### config.mk
export PLATFORM = sky130hd
export DESIGN_NAME = queue_driven_rate_adjuster
export DESIGN_NICKNAME = d
export VERILOG_FILES = /design/src/sv/qdra_pkg.sv /design/src/sv/qdra_cfg.sv /design/src/sv/qdra_div.sv /design/src/sv/queue_driven_rate_adjuster.sv
export SDC_FILE = /design/constraint.sdc
export NUM_CORES = 2
export LEC_CHECK = 0
export ABC_AREA = 1
export ABC_CLOCK_PERIOD_IN_PS = 13500
export BUFFER_PORTS_ARGS = -buffer_cell sky130_fd_sc_hd__buf_2
export CAP_MARGIN = 10
export CORE_ASPECT_RATIO = 0.5
export CORE_MARGIN = 1.5
export CORE_UTILIZATION = 45
export CTS_CLUSTER_DIAMETER = 30
export DETAILED_ROUTE_END_ITERATION = 10
export PLACE_DENSITY = 0.65
export REMOVE_ABC_BUFFERS = 1
export SLEW_MARGIN = 20
export SYNTH_ARGS = -nofsm -noshare
export SYNTH_HDL_FRONTEND = slang
export SYNTH_SLANG_ARGS = --single-unit
### constraint.sdc
create_clock -name clk_i -period 13.5 [get_ports clk_i]
set_input_delay 1.35 -clock clk_i [delete_from_list [all_inputs] [get_ports clk_i]]
set_output_delay 1.35 -clock clk_i [all_outputs]
set_load 0.02 [all_outputs]
### src/sv/qdra_pkg.sv
// ----------------------------------------------------------------------------
// qdra_pkg
// Shared types and constants for the queue-driven rate adjuster: event and
// action codes, register map, configuration reset values and divider request.
// ----------------------------------------------------------------------------
package qdra_pkg;

  // Event codes carried in func.
  localparam logic [1:0] FuncEnq  = 2'd0;
  localparam logic [1:0] FuncSrv  = 2'd1;
  localparam logic [1:0] FuncSlot = 2'd2;
  localparam logic [1:0] FuncStop = 2'd3;

  // Rate action codes.
  localparam logic [1:0] ActNone  = 2'd0;
  localparam logic [1:0] ActApply = 2'd1;
  localparam logic [1:0] ActMin   = 2'd2;

  // Register indexes (byte address is four times the index).
  localparam logic [1:0] RegMtu    = 2'd0;
  localparam logic [1:0] RegTarget = 2'd1;
  localparam logic [1:0] RegMax    = 2'd2;

  // Configuration reset values.
  localparam logic [15:0] MtuReset    = 16'd1500;
  localparam logic [7:0]  TargetReset = 8'd5;
  localparam logic [7:0]  MaxReset    = 8'd10;

  // Divider geometry: 56-bit dividend, 24-bit divisor, 34 quotient bits.
  localparam int DivSteps = 34;
  localparam int DivCntW  = $clog2(DivSteps + 1);

  typedef struct packed {
    logic [15:0] mtu_bytes;
    logic [7:0]  target_packets;
    logic [7:0]  max_packets;
  } cfg_t;

  typedef struct packed {
    logic        start;
    logic [55:0] dividend;
    logic [23:0] divisor;
  } div_req_t;

endpackage

### src/sv/qdra_cfg.sv
// ----------------------------------------------------------------------------
// qdra_cfg
// APB-style register file holding the MTU, target and maximum packet counts.
// ----------------------------------------------------------------------------
module qdra_cfg (
  input  logic          clk_i,
  input  logic          rst_ni,
  input  logic          psel,
  input  logic          penable,
  input  logic          pwrite,
  input  logic [3:0]    paddr,
  input  logic [31:0]   pwdata,
  output logic [31:0]   prdata,
  output logic          pready,
  output qdra_pkg::cfg_t cfg_o
);
  import qdra_pkg::*;

  logic [15:0] mtu_q;
  logic [7:0]  target_q;
  logic [7:0]  max_q;
  logic        wr_en;
  logic [1:0]  reg_idx;

  assign pready  = 1'b1;
  assign wr_en   = psel && penable && pwrite;
  assign reg_idx = paddr[3:2];

  // Register writes on the access phase.
  always_ff @(posedge clk_i or negedge rst_ni) begin
    if (!rst_ni) begin
      mtu_q    <= MtuReset;
      target_q <= TargetReset;
      max_q    <= MaxReset;
    end else if (wr_en) begin
      case (reg_idx)
        RegMtu:    mtu_q    <= pwdata[15:0];
        RegTarget: target_q <= pwdata[7:0];
        RegMax:    max_q    <= pwdata[7:0];
        default: ;
      endcase
    end
  end

  // Read mux.
  always_comb begin
    case (reg_idx)
      RegMtu:    prdata = {16'd0, mtu_q};
      RegTarget: prdata = {24'd0, target_q};
      RegMax:    prdata = {24'd0, max_q};
      default:   prdata = 32'd0;
    endcase
  end

  assign cfg_o = '{mtu_bytes: mtu_q, target_packets: target_q, max_packets: max_q};

endmodule

### src/sv/qdra_div.sv
// ----------------------------------------------------------------------------
// qdra_div
// Restoring divider, one quotient bit per cycle. The caller guarantees that
// the quotient fits in DivSteps bits and that the divisor is not zero.
// ----------------------------------------------------------------------------
module qdra_div (
  input  logic               clk_i,
  input  logic               rst_ni,
  input  qdra_pkg::div_req_t req_i,
  output logic               done_o,
  output logic [33:0]        quot_o
);
  import qdra_pkg::*;

  logic               busy_q;
  logic               done_q;
  logic [DivCntW-1:0] cnt_q;
  logic [23:0]        rem_q;
  logic [33:0]        dq_q;
  logic [23:0]        divisor_q;
  logic [24:0]        trial;
  logic               ge;

  // One trial subtraction per cycle.
  assign trial = {rem_q, dq_q[33]};
  assign ge    = trial >= {1'b0, divisor_q};

  // Control: count the steps and flag the last one.
  always_ff @(posedge clk_i or negedge rst_ni) begin
    if (!rst_ni) begin
      busy_q <= 1'b0;
      done_q <= 1'b0;
      cnt_q  <= '0;
    end else if (req_i.start) begin
      busy_q <= 1'b1;
      done_q <= 1'b0;
      cnt_q  <= DivCntW'(DivSteps);
    end else if (busy_q) begin
      cnt_q  <= cnt_q - 1'b1;
      busy_q <= (cnt_q != DivCntW'(1));
      done_q <= (cnt_q == DivCntW'(1));
    end else begin
      done_q <= 1'b0;
    end
  end

  // Datapath: partial remainder and the dividend/quotient shift register.
  always_ff @(posedge clk_i) begin
    if (req_i.start) begin
      rem_q     <= {2'b00, req_i.dividend[55:34]};
      dq_q      <= req_i.dividend[33:0];
      divisor_q <= req_i.divisor;
    end else if (busy_q) begin
      rem_q <= ge ? 24'(trial - {1'b0, divisor_q}) : trial[23:0];
      dq_q  <= {dq_q[32:0], ge};
    end
  end

  assign done_o = done_q;
  assign quot_o = dq_q;

endmodule

### src/sv/queue_driven_rate_adjuster.sv
// ----------------------------------------------------------------------------
// queue_driven_rate_adjuster
// Tracks queue occupancy in bytes and proposes a new sending rate per event.
// ----------------------------------------------------------------------------
// Usage:
// The input channel (in_valid_i/in_ready_o) carries one event word: func_i,
// packet_len_i and current_rate_i. Every accepted word yields exactly one
// result word on the output channel (out_valid_o/out_ready_i).
// The block works on one word at a time; in_ready_o is high only while the
// sequencer is idle. A slot tick can divide twice (rate, then occupancy
// report). A division runs 34 quotient steps in the shared bit-serial
// divider; the sequencer then collects the quotient. The next word can be
// accepted in the same cycle that out_valid_o rises.
// A finished result sits in the output register; a new word is accepted while
// it waits, and the sequencer holds its next result until the register frees.
// Reset clears occupancy, marks the block not started but running, and loads
// the default MTU (1500), target (5) and maximum (10) packet counts.
// Configuration is to be written through the APB port only while the block is
// idle; the block itself does not enforce this.
// ----------------------------------------------------------------------------
module queue_driven_rate_adjuster (
  input  logic        clk_i,
  input  logic        rst_ni,
  // APB configuration port
  input  logic        psel,
  input  logic        penable,
  input  logic        pwrite,
  input  logic [3:0]  paddr,
  input  logic [31:0] pwdata,
  output logic [31:0] prdata,
  output logic        pready,
  // Event channel
  input  logic        in_valid_i,
  output logic        in_ready_o,
  input  logic [1:0]  func_i,
  input  logic [15:0] packet_len_i,
  input  logic [31:0] current_rate_i,
  // Result channel
  output logic        out_valid_o,
  input  logic        out_ready_i,
  output logic [1:0]  rate_action_o,
  output logic [31:0] new_rate_o,
  output logic        trace_valid_o,
  output logic [25:0] queue_packets_o
);
  import qdra_pkg::*;

  // Sequencer states.
  localparam logic [3:0] StIdle = 4'd0;
  localparam logic [3:0] StAdd  = 4'd1;
  localparam logic [3:0] StSrv  = 4'd2;
  localparam logic [3:0] StChk  = 4'd3;
  localparam logic [3:0] StAdj  = 4'd4;
  localparam logic [3:0] StDivA = 4'd5;
  localparam logic [3:0] StRep  = 4'd6;
  localparam logic [3:0] StDivR = 4'd7;
  localparam logic [3:0] StOut  = 4'd8;

  cfg_t       cfg;
  div_req_t   div_req;
  logic       div_done;
  logic [33:0] div_quot;

  logic [3:0]  state_q, state_d;
  logic [1:0]  func_q, func_d;
  logic [15:0] len_q, len_d;
  logic [31:0] rate_q, rate_d;
  logic [23:0] tgt_q, tgt_d;
  logic [23:0] mx_q, mx_d;
  logic [31:0] occ_q, occ_d;
  logic        started_q, started_d;
  logic        running_q, running_d;
  logic [1:0]  res_act_q, res_act_d;
  logic [31:0] res_rate_q, res_rate_d;
  logic        res_tv_q, res_tv_d;
  logic [25:0] res_qp_q, res_qp_d;
  logic        out_valid_q, out_valid_d;
  logic [1:0]  out_act_q, out_act_d;
  logic [31:0] out_rate_q, out_rate_d;
  logic        out_tv_q, out_tv_d;
  logic [25:0] out_qp_q, out_qp_d;

  logic [32:0] occ_sum;
  logic [32:0] rate_inc9;
  logic [32:0] rate_inc5;
  logic [34:0] occ_x5;
  logic [34:0] tgt_x4;
  logic        out_free;

  qdra_cfg u_cfg (
    .clk_i   (clk_i),
    .rst_ni  (rst_ni),
    .psel    (psel),
    .penable (penable),
    .pwrite  (pwrite),
    .paddr   (paddr),
    .pwdata  (pwdata),
    .prdata  (prdata),
    .pready  (pready),
    .cfg_o   (cfg)
  );

  qdra_div u_div (
    .clk_i  (clk_i),
    .rst_ni (rst_ni),
    .req_i  (div_req),
    .done_o (div_done),
    .quot_o (div_quot)
  );

  // Arithmetic shared by the sequencer states.
  assign occ_sum   = {1'b0, occ_q} + {17'd0, len_q};
  assign rate_inc9 = {1'b0, rate_q} + {4'd0, rate_q[31:3]};
  assign rate_inc5 = {1'b0, rate_q} + {3'd0, rate_q[31:2]};
  assign occ_x5    = {1'b0, occ_q, 2'b00} + {3'd0, occ_q};
  assign tgt_x4    = {9'd0, tgt_q, 2'b00};
  assign out_free  = !out_valid_q || out_ready_i;

  // Event sequencer.
  always_comb begin
    state_d     = state_q;
    func_d      = func_q;
    len_d       = len_q;
    rate_d      = rate_q;
    tgt_d       = tgt_q;
    mx_d        = mx_q;
    occ_d       = occ_q;
    started_d   = started_q;
    running_d   = running_q;
    res_act_d   = res_act_q;
    res_rate_d  = res_rate_q;
    res_tv_d    = res_tv_q;
    res_qp_d    = res_qp_q;
    out_valid_d = out_valid_q && !out_ready_i;
    out_act_d   = out_act_q;
    out_rate_d  = out_rate_q;
    out_tv_d    = out_tv_q;
    out_qp_d    = out_qp_q;
    div_req     = '0;

    case (state_q)
      StIdle: begin
        if (in_valid_i) begin
          func_d     = func_i;
          len_d      = packet_len_i;
          rate_d     = current_rate_i;
          tgt_d      = 24'(cfg.target_packets) * 24'(cfg.mtu_bytes);
          mx_d       = 24'(cfg.max_packets) * 24'(cfg.mtu_bytes);
          res_act_d  = ActNone;
          res_rate_d = '0;
          res_tv_d   = 1'b0;
          res_qp_d   = '0;
          if (!running_q) begin
            state_d = StOut;
          end else begin
            case (func_i)
              FuncEnq:  state_d = StAdd;
              FuncSrv:  state_d = started_q ? StSrv : StOut;
              FuncSlot: state_d = started_q ? StAdj : StOut;
              default: begin
                running_d = 1'b0;
                state_d   = StOut;
              end
            endcase
          end
        end
      end
      StAdd: begin
        // Saturating add of the packet length.
        occ_d = occ_sum[32] ? '1 : occ_sum[31:0];
        if (!started_q) begin
          started_d = 1'b1;
          state_d   = StSrv;
        end else begin
          state_d = StOut;
        end
      end
      StSrv: begin
        // Remove one MTU when at least that much is queued.
        if (occ_q >= {16'd0, cfg.mtu_bytes}) begin
          occ_d = occ_q - {16'd0, cfg.mtu_bytes};
        end
        state_d = StChk;
      end
      StChk: begin
        state_d = (occ_q > {8'd0, tgt_q}) ? StAdj : StOut;
      end
      StAdj: begin
        // Pick the adjustment; the ratio case starts the divider.
        if (occ_q == '0) begin
          res_act_d  = ActApply;
          res_rate_d = rate_inc9[32] ? '1 : rate_inc9[31:0];
          state_d    = (func_q == FuncSlot) ? StRep : StOut;
        end else if (occ_q < {8'd0, mx_q}) begin
          res_act_d = ActApply;
          if (tgt_x4 > occ_x5) begin
            res_rate_d = rate_inc5[32] ? '1 : rate_inc5[31:0];
            state_d    = (func_q == FuncSlot) ? StRep : StOut;
          end else begin
            div_req.start    = 1'b1;
            div_req.dividend = 56'(rate_q) * 56'(tgt_q);
            div_req.divisor  = occ_q[23:0];
            state_d          = StDivA;
          end
        end else begin
          res_act_d = ActMin;
          state_d   = (func_q == FuncSlot) ? StRep : StOut;
        end
      end
      StDivA: begin
        if (div_done) begin
          res_rate_d = (|div_quot[33:32]) ? '1 : div_quot[31:0];
          state_d    = (func_q == FuncSlot) ? StRep : StOut;
        end
      end
      StRep: begin
        // Occupancy report in packets.
        res_tv_d = 1'b1;
        if (cfg.mtu_bytes == '0) begin
          res_qp_d = '1;
          state_d  = StOut;
        end else begin
          div_req.start    = 1'b1;
          div_req.dividend = {24'd0, occ_q};
          div_req.divisor  = {8'd0, cfg.mtu_bytes};
          state_d          = StDivR;
        end
      end
      StDivR: begin
        if (div_done) begin
          res_qp_d = (|div_quot[33:26]) ? '1 : div_quot[25:0];
          state_d  = StOut;
        end
      end
      StOut: begin
        // Hand the result to the output register once it is free.
        if (out_free) begin
          out_valid_d = 1'b1;
          out_act_d   = res_act_q;
          out_rate_d  = res_rate_q;
          out_tv_d    = res_tv_q;
          out_qp_d    = res_qp_q;
          state_d     = StIdle;
        end
      end
      default: state_d = StIdle;
    endcase
  end

  // Control registers.
  always_ff @(posedge clk_i or negedge rst_ni) begin
    if (!rst_ni) begin
      state_q     <= StIdle;
      occ_q       <= '0;
      started_q   <= 1'b0;
      running_q   <= 1'b1;
      out_valid_q <= 1'b0;
    end else begin
      state_q     <= state_d;
      occ_q       <= occ_d;
      started_q   <= started_d;
      running_q   <= running_d;
      out_valid_q <= out_valid_d;
    end
  end

  // Payload registers.
  always_ff @(posedge clk_i) begin
    func_q     <= func_d;
    len_q      <= len_d;
    rate_q     <= rate_d;
    tgt_q      <= tgt_d;
    mx_q       <= mx_d;
    res_act_q  <= res_act_d;
    res_rate_q <= res_rate_d;
    res_tv_q   <= res_tv_d;
    res_qp_q   <= res_qp_d;
    out_act_q  <= out_act_d;
    out_rate_q <= out_rate_d;
    out_tv_q   <= out_tv_d;
    out_qp_q   <= out_qp_d;
  end

  assign in_ready_o      = (state_q == StIdle);
  assign out_valid_o     = out_valid_q;
  assign rate_action_o   = out_act_q;
  assign new_rate_o      = out_rate_q;
  assign trace_valid_o   = out_tv_q;
  assign queue_packets_o = out_qp_q;

endmodule

==> metrics.txt <==
outcome=complete, but fails checks; violated checks=DRC; Avg WL per Cell=18.3 um; initial antenna violation count=2; Seq/Total Area, Yosys=0.184; Design Area, Final=64,800 um^2; first-pass GRT wire length=279,000 um; GRT overflow=0; Post-DRT Antenna Nets=0; fraction of registers with async set/reset=0.207; Final GP Congestion=0.992; relative slew slack=0.271; Mean Syn Cell Area=7.72 um^2; DR WL met3=15,100 um; drt first pass iters=8; share of layout cells above drive strength 1=0.0557; Longest Clk Path Bufs=3; Vias=50,200; Clock Pin Slew Worst Setup and Hold Paths=0.06 ns; FMAX=0.128 GHz; clk root buf=clkbuf_16; Synth Cell Area=60,000 um^2; Rows=94; Synth Instances=7,770; Starting DRT DRC Count=4,423; vias in the first global route=49,700; critical path class=reg2reg; CP cell instances=buf_4, nand2_1, fa_1, inv_1, fa_1, inv_1, fa_1, fa_1, fa_1, inv_1, fa_1, inv_1, fa_1, inv_1, ha_1, a21oi_1, o21ai_0, a21oi_1, nand3_1, a21oi_1, o21ai_0, a21oi_1, xor2_1, o21ai_2; Critical Path Source Type=register; #FFs+latches synth=381; # diodes=0; die area=136,000 um^2; Yosys warning total=0; starting density of the core=0.455; Setup TNS Final=0 ns; final net count=9,189; CP max stage delay=0.59 ns; layout overhead on the synthesized area=7.92%; Synth Flop Type=edfxtp_1; Die Wd=519 um; Layout Cells excl Fill=9,610; post-CTS setup buffer count=0; Worst Max-Slew Pin Slew=1.08 ns; Residual DRC=2; Core Util, Final=0.491; Total GRT Usage=0.265; placed cell areas=62,400 um^2; CTS tree=built; Worst Path Max Fanout=34; largest net degree at the start of global routing=62; CP Capture Type=register; Yosys cell types=69; Final Hold Fails=0; number of max-cap violations=0; most frequent CP cell=fa_1; met2 wire length=79,700 um; core area=132,000 um^2; final setup fails=0; Post-DP HPWL=135,000 um; Critical-path top delay cell=fa_1; Met1 Routed Length=76,900 um; CTS resizes=0; Tcrit/Tclk final=0.578; Pins Over Slew Limit=0; Final Critical Period=7.81 ns; filler instances=13,000; via/cell ratio=5.22; PortBufs=153; Post-synth EDFFs=300; IO Pins=189; # H-tree levels=3; clk_skew=0.0280 ns; Crit path required time=13.89 ns; WP data arrival=8.19 ns; Clk Latency, worst-skew pair=0.67 ns; placed cells=9,479; Post-CTS Hold Fix Bufs=0; Worst Hold Class=reg2reg; Highest Signal Layer=met5; total clock buffers created by CTS=71; Routed WL=176,000 um; unrepaired setup endpoints after global routing=false; Num Clock Sinks=381; Die Y=261 um
-- per-layer routing --
layer	vias up	track usage
met3	282	0.0417
met2	1917	0.429
met1	24500	0.371
li1	23500	-
met4	2	0.0728
met5	-	0
-- cells in the final DEF (no fill, tap or decap), types with 83 or more instances in the layout --
cell type  instances
o21ai_0          277
fa_1             832
buf_4             83
buf_2            152
inv_1           1917
edfxtp_1         300
ha_1             488
nand2_1         2040
nor2_1           342
xnor2_1          100
a21oi_1          350
xor2_1            93
nand3_1          222
-- final timing paths --
| path | start | end | slack (ns) | cells after the start |
|---|---|---|---|---|
| worst max-delay path | tgt_q[3] | u_div.rem_q[5] | 5.69 | 24 |
| worst min-delay path | res_rate_q[5] | new_rate_o[5] | 0.42 | 0 |
| worst max register to register | tgt_q[3] | u_div.rem_q[5] | 5.69 | 24 |
| worst min register to register | res_rate_q[5] | new_rate_o[5] | 0.42 | 0 |
| max in group asynchronous | rst_ni | u_cfg.max_q[4] | 11.75 | 2 |
| min in group asynchronous | rst_ni | out_valid_o | 0.67 | 1 |
-- worst max-delay path: cells and delay by family, from the launching register on --
kind	cells	cell delay, ns
and+or+nand+nor	2	0.43
DFF	1	0.31
buffers and inverters	6	0.78
adders and majority gates	8	4.06
xor gates and xnor gates	1	0.40
AOI/OAI and AO/OA	7	1.50
-- sequential cells by signal (all words and copies together) (netlist names), 26 cells and up --
| signal | flops |
|---|---|
| u_div.quot_o | 34 |
| queue_packets_o | 26 |
| res_rate_q | 32 |
| occ_q | 32 |
| rate_q | 32 |
| new_rate_o | 32 |
| res_qp_q | 26 |
-- kinds of logic (layout without fill, tap and decap cells) --
group / count (synthesis) / count (layout) / share of synthesized area
AOI/OAI and AO/OA: 857 / 857 / 0.0798
xor gates and xnor gates: 193 / 193 / 0.0282
adders and majority gates: 1320 / 1320 / 0.379
buffers and inverters: 2244 / 2293 / 0.144
DFF: 381 / 381 / 0.184
other: 2 / 17 / 0.000125
and+or+nand+nor: 2773 / 2773 / 0.185
-- synth_stat cells (all sizes together), types with 29 or more instances --
| cell type | instances | share of area |
|---|---|---|
| xor2 | 93 | 0.014 |
| nand3 | 226 | 0.019 |
| o21ai | 315 | 0.027 |
| nand4 | 35 | 0.0036 |
| buf | 66 | 0.0072 |
| nand2 | 2054 | 0.13 |
| a31oi | 33 | 0.0034 |
| fa | 832 | 0.28 |
| a21oi | 353 | 0.030 |
| clkbuf | 251 | 0.016 |
| xnor2 | 100 | 0.015 |
| dfrtp | 67 | 0.028 |
| inv | 1924 | 0.12 |
| edfxtp | 300 | 0.15 |
| nor2 | 353 | 0.022 |
| nor3 | 44 | 0.0039 |
| a21o | 29 | 0.0036 |
| ha | 488 | 0.10 |
-- metrics by stage --
step / setup WS (ns) / hold slack (ns)
floorplan: 6.79 / 0.400
finish: 5.69 / 0.417
global placement: 5.86 / 0.401
CTS: 5.81 / 0.414
detailed placement: 5.88 / 0.405
global route: 5.43 / 0.422
-- cell type report --
class                      instances  area [um^2]  share of cell area
clock buffer                      79         1830              0.0282
clock inverter                    52          569             0.00879
inverter                        1927         7250               0.112
multi-input combinational       5160        40500               0.625
sequential                       381        11000               0.170
tap                             1776         2220              0.0343
timing repair buffer             235         1380              0.0214
Power is left out: the tool's default activity adds up to more than one toggle a clock period on the data nets, which glitch-free logic cannot reach.
